<file path="config.mk">
export PLATFORM = sky130hd
export DESIGN_NAME = delayed_midi_event_slots
export DESIGN_NICKNAME = d
export VERILOG_FILES = /design/src/rtl/dmes_pkg.sv /design/src/rtl/dmes_slot_ram.sv /design/src/rtl/delayed_midi_event_slots.sv
export SDC_FILE = /design/constraint.sdc
export NUM_CORES = 1
export LEC_CHECK = 0
export ABC_AREA = 1
export BUFFER_PORTS_ARGS = -buffer_cell sky130_fd_sc_hd__buf_2
export CORE_MARGIN = 2
export CORE_UTILIZATION = 56
export CTS_CLUSTER_SIZE = 10
export DETAILED_ROUTE_END_ITERATION = 7
export PLACE_DENSITY_LB_ADDON = 0.15
export SKIP_LAST_GASP = 1
export SLEW_MARGIN = 40
export SYNTH_ARGS = -nofsm -noshare
export SYNTH_HDL_FRONTEND = slang
export SYNTH_SLANG_ARGS = --single-unit
</file>
<file path="constraint.sdc">
create_clock -name clk -period 3.6 [get_ports clk]
set_clock_uncertainty 0.2 [all_clocks]
set_input_delay 1.08 -clock clk [delete_from_list [all_inputs] [get_ports clk]]
set_output_delay 1.08 -clock clk [all_outputs]
set_load 0.02 [all_outputs]
</file>
<file path="src/rtl/dmes_pkg.sv">
// Shared constants and types for the delayed MIDI event slot ring.
package dmes_pkg;

  localparam int SLOT_COUNT  = 16;
  localparam int DELAY_BITS  = 16;
  localparam int MAX_RESULTS = 16;

  localparam int SLOT_W = (SLOT_COUNT > 1) ? $clog2(SLOT_COUNT) : 1;
  localparam int CNT_W  = SLOT_W + 1;
  localparam int RES_W  = $clog2(MAX_RESULTS + 1);

  localparam logic [1:0] KIND_NOTE_ON  = 2'd0;
  localparam logic [1:0] KIND_NOTE_OFF = 2'd1;
  localparam logic [1:0] KIND_PROGRAM  = 2'd2;
  localparam logic [1:0] KIND_SILENT   = 2'd3;

  localparam logic CMD_ADD  = 1'b0;
  localparam logic CMD_TICK = 1'b1;

  typedef struct packed {
    logic [1:0]            kind;
    logic [3:0]            channel;
    logic [6:0]            first;
    logic [6:0]            second;
    logic [DELAY_BITS-1:0] countdown;
  } slot_t;

endpackage

</file>
<file path="src/rtl/dmes_slot_ram.sv">
// Slot store: one write port, one registered read port, per-entry valid bits.
module dmes_slot_ram (
  input  logic                    clk,
  input  logic                    rst,
  input  logic                    wr_en,
  input  logic [dmes_pkg::SLOT_W-1:0] wr_addr,
  input  dmes_pkg::slot_t         wr_data,
  input  logic                    rd_en,
  input  logic [dmes_pkg::SLOT_W-1:0] rd_addr,
  output dmes_pkg::slot_t         rd_data
);
  import dmes_pkg::*;

  slot_t                 mem [SLOT_COUNT];
  logic [SLOT_COUNT-1:0] valid;

  always_ff @(posedge clk) begin
    if (wr_en) begin
      mem[wr_addr] <= wr_data;
    end
    if (rd_en) begin
      rd_data <= valid[rd_addr] ? mem[rd_addr] : '0;
    end
  end

  // unwritten entries read as idle
  always_ff @(posedge clk) begin
    if (rst) begin
      valid <= '0;
    end else if (wr_en) begin
      valid[wr_addr] <= 1'b1;
    end
  end

endmodule

</file>
<file path="src/rtl/delayed_midi_event_slots.sv">
// Top level: ring of delayed MIDI event slots with tick scan sequencer.
//
//  channel  signals                                                 dir
//  -------  ------------------------------------------------------  ---
//  in       in_valid in_ready command event_kind midi_channel        in
//           first_data second_data delay_ticks
//  out      out_valid out_ready out_kind out_channel out_first       out
//           out_second last_of_tick
//
// An add request writes its slot straight from idle. A tick request walks the slot
// memory one slot per cycle through the single read port, unless the scan stalls.
// Fired events pass through a one-entry hold register so the last one of a
// tick can be marked, then through the output register.
// The scan stalls only while both of those are full and out_ready is low.
// Reset clears the valid bits of the store at once; no clearing pass.
module delayed_midi_event_slots (
  input  logic        clk,
  input  logic        rst,
  input  logic        in_valid,
  output logic        in_ready,
  input  logic        command,
  input  logic [1:0]  event_kind,
  input  logic [3:0]  midi_channel,
  input  logic [6:0]  first_data,
  input  logic [6:0]  second_data,
  input  logic [15:0] delay_ticks,
  output logic        out_valid,
  input  logic        out_ready,
  output logic [1:0]  out_kind,
  output logic [3:0]  out_channel,
  output logic [6:0]  out_first,
  output logic [6:0]  out_second,
  output logic        last_of_tick
);
  import dmes_pkg::*;

  typedef enum logic [1:0] {
    ST_IDLE,
    ST_SCAN,
    ST_FLUSH
  } state_t;

  typedef struct packed {
    logic [1:0] kind;
    logic [3:0] channel;
    logic [6:0] first;
    logic [6:0] second;
  } event_t;

  state_t            state, state_next;
  logic [SLOT_W-1:0] write_slot, write_slot_next;
  logic [CNT_W-1:0]  issue_cnt, issue_cnt_next;
  logic [RES_W-1:0]  res_cnt, res_cnt_next;
  logic              proc_vld, proc_vld_next;
  logic [SLOT_W-1:0] proc_idx, proc_idx_next;
  logic              pend_vld, pend_vld_next;
  event_t            pend, pend_next;
  event_t            out_ev, out_ev_next;
  logic              out_last, out_last_next;
  logic              out_vld_next;

  logic              wr_en, rd_en;
  logic [SLOT_W-1:0] wr_addr, rd_addr;
  slot_t             wr_data, rd_data;

  logic                  in_fire, out_free, fire, stall;
  logic [DELAY_BITS-1:0] cnt_dec;
  event_t                fire_ev;

  dmes_slot_ram u_ram (
    .clk     (clk),
    .rst     (rst),
    .wr_en   (wr_en),
    .wr_addr (wr_addr),
    .wr_data (wr_data),
    .rd_en   (rd_en),
    .rd_addr (rd_addr),
    .rd_data (rd_data)
  );

  assign in_ready = (state == ST_IDLE);
  assign in_fire  = in_valid && in_ready;
  assign out_free = !out_valid || out_ready;
  assign cnt_dec  = rd_data.countdown - DELAY_BITS'(1);

  assign fire = proc_vld && (rd_data.countdown != '0) && (cnt_dec == '0) &&
                (rd_data.kind != KIND_SILENT) && (res_cnt < RES_W'(MAX_RESULTS));
  assign stall = fire && pend_vld && !out_free;

  always_comb begin
    fire_ev.kind    = rd_data.kind;
    fire_ev.channel = rd_data.channel;
    fire_ev.first   = rd_data.first;
    fire_ev.second  = (rd_data.kind == KIND_PROGRAM) ? 7'd0 : rd_data.second;
  end

  always_comb begin
    state_next      = state;
    write_slot_next = write_slot;
    issue_cnt_next  = issue_cnt;
    res_cnt_next    = res_cnt;
    proc_vld_next   = proc_vld;
    proc_idx_next   = proc_idx;
    pend_vld_next   = pend_vld;
    pend_next       = pend;
    out_ev_next     = out_ev;
    out_last_next   = out_last;
    out_vld_next    = out_valid && !out_ready;
    wr_en           = 1'b0;
    wr_addr         = proc_idx;
    wr_data         = rd_data;
    rd_en           = 1'b0;
    rd_addr         = issue_cnt[SLOT_W-1:0];

    case (state)
      ST_IDLE: begin
        if (in_fire) begin
          if (command == CMD_ADD) begin
            wr_en             = 1'b1;
            wr_addr           = write_slot;
            wr_data.kind      = event_kind;
            wr_data.channel   = midi_channel;
            wr_data.first     = first_data;
            wr_data.second    = second_data;
            wr_data.countdown = DELAY_BITS'(delay_ticks);
            write_slot_next   = (write_slot == SLOT_W'(SLOT_COUNT - 1)) ?
                                '0 : write_slot + SLOT_W'(1);
          end else begin
            issue_cnt_next = '0;
            res_cnt_next   = '0;
            proc_vld_next  = 1'b0;
            state_next     = ST_SCAN;
          end
        end
      end
      ST_SCAN: begin
        if (!stall) begin
          rd_en         = (issue_cnt != CNT_W'(SLOT_COUNT));
          proc_vld_next = rd_en;
          proc_idx_next = rd_addr;
          if (rd_en) begin
            issue_cnt_next = issue_cnt + CNT_W'(1);
          end
          if (proc_vld && (rd_data.countdown != '0)) begin
            wr_en             = 1'b1;
            wr_data.countdown = cnt_dec;
          end
          if (fire) begin
            res_cnt_next  = res_cnt + RES_W'(1);
            pend_vld_next = 1'b1;
            pend_next     = fire_ev;
            if (pend_vld) begin
              out_ev_next   = pend;
              out_last_next = 1'b0;
              out_vld_next  = 1'b1;
            end
          end
          if (!rd_en) begin
            state_next = ST_FLUSH;
          end
        end
      end
      ST_FLUSH: begin
        if (!pend_vld) begin
          state_next = ST_IDLE;
        end else if (out_free) begin
          out_ev_next   = pend;
          out_last_next = 1'b1;
          out_vld_next  = 1'b1;
          pend_vld_next = 1'b0;
          state_next    = ST_IDLE;
        end
      end
      default: begin
        state_next = ST_IDLE;
      end
    endcase
  end

  always_ff @(posedge clk) begin
    pend     <= pend_next;
    out_ev   <= out_ev_next;
    out_last <= out_last_next;
    proc_idx <= proc_idx_next;
    if (rst) begin
      state      <= ST_IDLE;
      write_slot <= '0;
      issue_cnt  <= '0;
      res_cnt    <= '0;
      proc_vld   <= 1'b0;
      pend_vld   <= 1'b0;
      out_valid  <= 1'b0;
    end else begin
      state      <= state_next;
      write_slot <= write_slot_next;
      issue_cnt  <= issue_cnt_next;
      res_cnt    <= res_cnt_next;
      proc_vld   <= proc_vld_next;
      pend_vld   <= pend_vld_next;
      out_valid  <= out_vld_next;
    end
  end

  assign out_kind     = out_ev.kind;
  assign out_channel  = out_ev.channel;
  assign out_first    = out_ev.first;
  assign out_second   = out_ev.second;
  assign last_of_tick = out_last;

endmodule

</file>
# == Word level (Yosys, flattened, before mapping) ==
# Memory sizes are Yosys's and may differ from the RTL's. A register that Yosys moved wholly into a read port is not among the register bits.
# Cells that the tools add are included.
# classes
n_addsub,4
n_bitwise,3
n_reduce_logical,28
n_lt_le_gt_ge,4
muxes,65
n_eq_ne,16
# op_table
operator,n
$mux 20,6
$mux 36,2
$pmux 20 s2,1
$mux 16,2
$pmux 16 s2,1
$mux 5,6
$mux 1,27
$pmux 5 s2,2
$logic_not 16->1,1
$mux 4,4
$ne 2x2->1 const B,8
$or 16x16->16,1
$reduce_bool 16->1,1
$sub 16x1->16 const B,1
$reduce_and 5->1,3
$mux 2,6
$add 5x1->5 const B,2
$lt 4x5->1 const B,2
$pmux 1 s2,5
$logic_and 1x1->1,9
$reduce_and 3->1,3
$pmux 2 s3,1
$reduce_and 6->1,1
$lt 5x5->1 const B,1
17 further kinds,24
# totals
reg_bits,80
out_inout_bits,23
ram_bits,576
word_cells,139
memories,1
# memory_table
memory,depth,word_bits,rd,rd_clocked_by_memory_dff,write_ports,line,rtl
u_ram.mem,16,36,1,1,1,dmes_slot_ram.sv:14,slot_t mem [SLOT_COUNT];

# == Logic depth before layout (Yosys ltp) ==
# logic_depth
depth_word,11
depth_mapped,16
ltp_nobuf,16

# == Hierarchy ==
# A second synthesis with hierarchy kept.
# hier_totals
cells_unflattened,3084
hier_area_um2,30599.3
# modules_own_cells
module,instances,cells_each,area_each_um2
dmes_slot_ram,1,2560,26699.4
delayed_midi_event_slots,1,524,3900.0

# == Worst setup path after synthesis ==
# No wires, ideal clock.
# synth_path
kind,flip-flop to flip-flop
startpoint,"reg, netlist name u_ram.rd_data[0]"
endpoint,"reg, netlist name u_ram.rd_data[0]"
path_stages_with_launch,13
setup_time_ps,429
t_arrival_ps,3145
n_path_buf,0
slack_ps,-174
path_cell_list,edfxtp_1 -> inv_1 -> ha_1 -> nand2_2 -> nor2_4 -> nand2_1 -> nand2_1 -> nand2_1 -> nand3_1 -> nor2_4 -> nand2_2 -> nand2_1 -> nor2_1
# synth_between
elab_chain_cells,9
word_cells_on_any_way,11
# synth_lines
item,line,rtl
$sub 16x1->16 / $reduce_bool 16->1 (equally long branches),"delayed_midi_event_slots.sv:84, delayed_midi_event_slots.sv:86",
$logic_not 16->1 / $logic_and 1x1->1 (equally long branches),delayed_midi_event_slots.sv:86,assign fire = proc_vld && (rd_data.countdown != '0) && (cnt_dec == '0) &&
$logic_and 1x1->1 * (2 in series),delayed_midi_event_slots.sv:86,
$logic_and 1x1->1 *,delayed_midi_event_slots.sv:87,(rd_data.kind != KIND_SILENT) && (res_cnt < RES_W'(MAX_RESULTS));
$logic_and 1x1->1 * (2 in series),delayed_midi_event_slots.sv:88,assign stall = fire && pend_vld && !out_free;
$mux 1 *,delayed_midi_event_slots.sv:137,if (!stall) begin
$mux 1 *,delayed_midi_event_slots.sv:115,case (state)
named net rd_en,delayed_midi_event_slots.sv:62,"logic wr_en, rd_en;"
# The timed path passes the listed nets; every way through them passes the cells marked *.
# A chain may end at the register's enable or synchronous reset.

# == Final worst setup path ==
# layout_path
startpoint,"reg, netlist name u_ram.rd_data[2]"
endpoint,"mem u_ram.mem[12][21] (netlist name), enable pin"
# layout_between
elab_chain_cells,11
word_cells_on_any_way,14
# layout_lines
item,line,rtl
$sub 16x1->16 / $reduce_bool 16->1 (equally long branches),"delayed_midi_event_slots.sv:84, delayed_midi_event_slots.sv:86, delayed_midi_event_slots.sv:144",
$logic_not 16->1 / $logic_and 1x1->1 (equally long branches),"delayed_midi_event_slots.sv:86, delayed_midi_event_slots.sv:144",
$logic_and 1x1->1 (2 in series),delayed_midi_event_slots.sv:86,
$logic_and 1x1->1,delayed_midi_event_slots.sv:87,
$logic_and 1x1->1 (2 in series),delayed_midi_event_slots.sv:88,
$mux 1 *,delayed_midi_event_slots.sv:137,
$pmux 1 s2 *,delayed_midi_event_slots.sv:115,
$mux 1 *,dmes_slot_ram.sv:18,if (wr_en) begin
$mux 1 (implied by the code) *,dmes_slot_ram.sv:19,mem[wr_addr] <= wr_data;
to (decl),dmes_slot_ram.sv:14,
# Every way passes the cells marked *; elsewhere a longest branch is shown, timed or not.

==> flow_summary.yaml <==
status:
  status: "finished clean"
worst_setup_path:
  path_buf_inv: 2
  worst-setup-path-type: "flop to flop"
  crit_path_end_kind: "flop"
  worstSetupPathDepth: 14
  cpPeakStageDelay_ps: 470
  arrival_ps: 3320
  worst_path_dominant_cell_family: "simple AND/OR/NAND/NOR gates"
  path_cells: "nor2_2 -> nand2_1 -> nor2_1 -> nand3_1 -> nand2_1 -> nor2_1 -> nand3_1 -> nor2_4 -> nand2_2 -> nand3_2 -> nand2_2 -> nand2_1 -> inv_2 -> buf_12"
  crit_required_ps: 3700
  rr_worst_depth: 14
  crit_path_top_delay_cell: "edfxtp_1"
  cp-start-kind: "flop"
  worstPathMaxFanout: 22
  cp_common_cell: "nand2_1"
clock_network:
  cts_setup_buffers: 0
  htreeDepth: 3
  cts.sinks: 692
  path_clk_slew_ps: 50
  root_buffer: "clkbuf_16"
  cts_resized: 0
  cts_max_path_buffers: 3
  cts_tree: "done"
  cts_hold_buf: 0
  worstSkewPairLatency_ps: 620
  numCtsBuffers: 80
floorplanning:
  io_pins: 64
  row_count: 81
  dieArea_sq_mm: 0.05163
  fp.dieW_um: 227.2
  start_util: 0.5688
  fp.coreArea_sq_mm: 0.04905
  die_h_um: 227.2
synthesis:
  synth_compound_area_frac: 0.1174
  synthCells: 2298
  yosys.area.top_type: "edfxtp_1"
  synthFlopType: "edfxtp_1"
  synthMuxAreaShare: 0
  synthSimpleGateAreaFrac: 0.1104
  synth_commonest_cells: "657 x edfxtp_1, 367 x nor2_1, 330 x o21ai_0, 325 x nand2_1, 144 x o22ai_1"
  synth_enable_flop_cells: 657
  yosys_warnings: 0
  netlist_area_sq_mm: 0.02790
  ys_ff_latch: 692
  yosysMostFrequentCell: "edfxtp_1"
  synth_cell_types: 35
  async_flop_share: 0
  synth.avg_cell_area_sq_um: 12.14
  synth_nets: 2349
  ys_top_cells_by_area: "edfxtp_1 71%, o21ai_0 5.9%, nor2_1 4.9%, nand2_1 4.4%, o22ai_1 3.2%"
  ys_seq_area_frac: 0.7322
  synth_top_family_by_area: "compound AO/OA/AOI/OAI gates"
  synth_top_area_share: 0.7071
  yosys.area_share.xor_xnor: 0.002825
  synth_fa_ha_area_frac: 0.004484
layout:
  fillCellCount: 3678
  regArea_sq_mm: 0.02044
  final_area_sq_mm: 0.03195
  multi_input_area_sq_mm: 0.006618
  drive_gt1_frac: 0.1314
  diodes: 0
  final_core_util: 0.6514
  final_nets: 2470
  area_growth_syn_to_layout_pct: 14.51
timing:
  setup_tns_ps: 0
  hold_viol_final: 0
  report.final.slew_viol_count: 0
  period_minus_slack_ps: 3223
  layout_setup_ws_ps: 376.6
  fmax_ghz: 0.3102
  rsz0062_at_grt: "false"
  setup_viol: 0
  worst_slew_pin_slew_ps: 811.2
  min_period_over_period: 0.8954
  relSlewSlack: 0.4592
pwr:
  p_leak_nw: 10.91
  ir_drop_mv: 0.4559
  finalPower_w: 0.02330
  power.density_mw_per_mm2: 729.2
placed_design:
  port_buffers: 63
  gp_congestion: 0.9416
  place_hpwl_um: 42470
  dpl_cell_area_sq_mm: 0.02972
  place_ws_ps: -10.00
route:
  vias: 18891
  routed_wirelength_um: 72570
  ant_nets: 0
  vias_per_cell: 6.066
  routedWlPerCell_um: 23.30
  drtIter0Drc: 2302
  drc: 0
  drt_first_pass_iters: 6
global_routing:
  grt_start_max_net_pins: 140
  grt_pass1_vias: 17975
  grt_usage: 0.2860
  grt_pass1_wl_um: 109000
  overflow: 0
  antenna_found_initial: 0
min_path:
  whs_path_depth: 0
  hold_path.class: "flop to flop"
run:
  drv_cap: 0
[state kept, by name, summed over array words and instances, names as in the netlist, 2 cells and up]
register,count
write_slot,4
u_ram.rd_data,36
u_ram.mem,576
u_ram.valid,16
out_channel,4
res_cnt,5
pend,20
issue_cnt,5
state,2
out_second,7
out_first,7
out_kind,2
proc_idx,4
[logic make-up (layout without fill, tap and decap cells)]
kind of cell	Yosys count	count (layout)
AND/OR/NAND/NOR	769	769
flip-flops	692	692
AO/OA/AOI/OAI	581	581
buffers and inverters	237	389
adder cells (fa/ha/maj)	10	10
XOR/XNOR	9	9
[worst reg2reg max path: stages, from the launching register on]
cell      delay [ps]
edfxtp_1         470
nor2_2           210
nand2_1          120
nor2_1           180
nand3_1          100
nand2_1          150
nor2_1            60
nand3_1          120
nor2_4            70
nand2_2          110
nand3_2           90
nand2_2          330
nand2_1          140
inv_2            260
buf_12           260
[layout by cell type, fill, tap and decap left out, drive strengths merged]
master	instances
nor3	4
nand3	33
a21boi	2
xor2	7
o21ai	333
a31oi	1
a41oi	33
nand4	11
a211oi	2
a22o	3
nor4	1
o21bai	1
edfxtp	657
nand3b	1
clkbuf	105
buf	172
a21oi	48
o22ai	144
xnor2	2
clkinv	4
ha	10
o211ai	14
dfxtp	35
nor2	379
inv	108
nand2	340
[cell type report]
type	count	share of cell area
Clock buffer	105	0.06693
Clock inverter	8	0.002898
Inverter	104	0.01253
Multi-Input combinational cell	1369	0.2071
Sequential cell	692	0.6396
Tap cell	664	0.02600
Timing Repair Buffer	172	0.04488
[metal layers]
| layer | global-route usage | part of all wire |
|---|---|---|
| met2 | 0.4523 | 0.47 |
| met3 | 0.04233 | 0.082 |
| met4 | 0.09340 | 0.024 |
| met5 | 0 | 0 |
| met1 | 0.4134 | 0.42 |
[power breakdown]
part | internal, W | switching [W] | leakage [nW]
registers | 0.0103 | 0.000244 | 6.24
clock network | 0.00413 | 0.00298 | 1.08
logic | 0.00157 | 0.00412 | 3.59
total | 0.0160 | 0.00734 | 10.9
[final timing paths]
path | startpoint | end | slack, ps
setup reg to reg | u_ram.rd_data[2] | u_ram.mem[12][21] | 380
hold reg to reg | pend[13] | out_first[6] | 220
setup / recovery | u_ram.rd_data[2] | u_ram.mem[12][21] | 380
hold / removal | pend[13] | out_first[6] | 220
[per-stage QoR]
| stage | instances | hold slack, ps |
|---|---|---|
| floorplan | 2298 | 200.3 |
| global placement | 2995 | 200.4 |
| detailed placement | 3001 | 207.4 |
| CTS | 3114 | 219.7 |
| global route | 3114 | 223.6 |
| finish | 3114 | 217.6 |
Power figures use the tool's default switching activity.
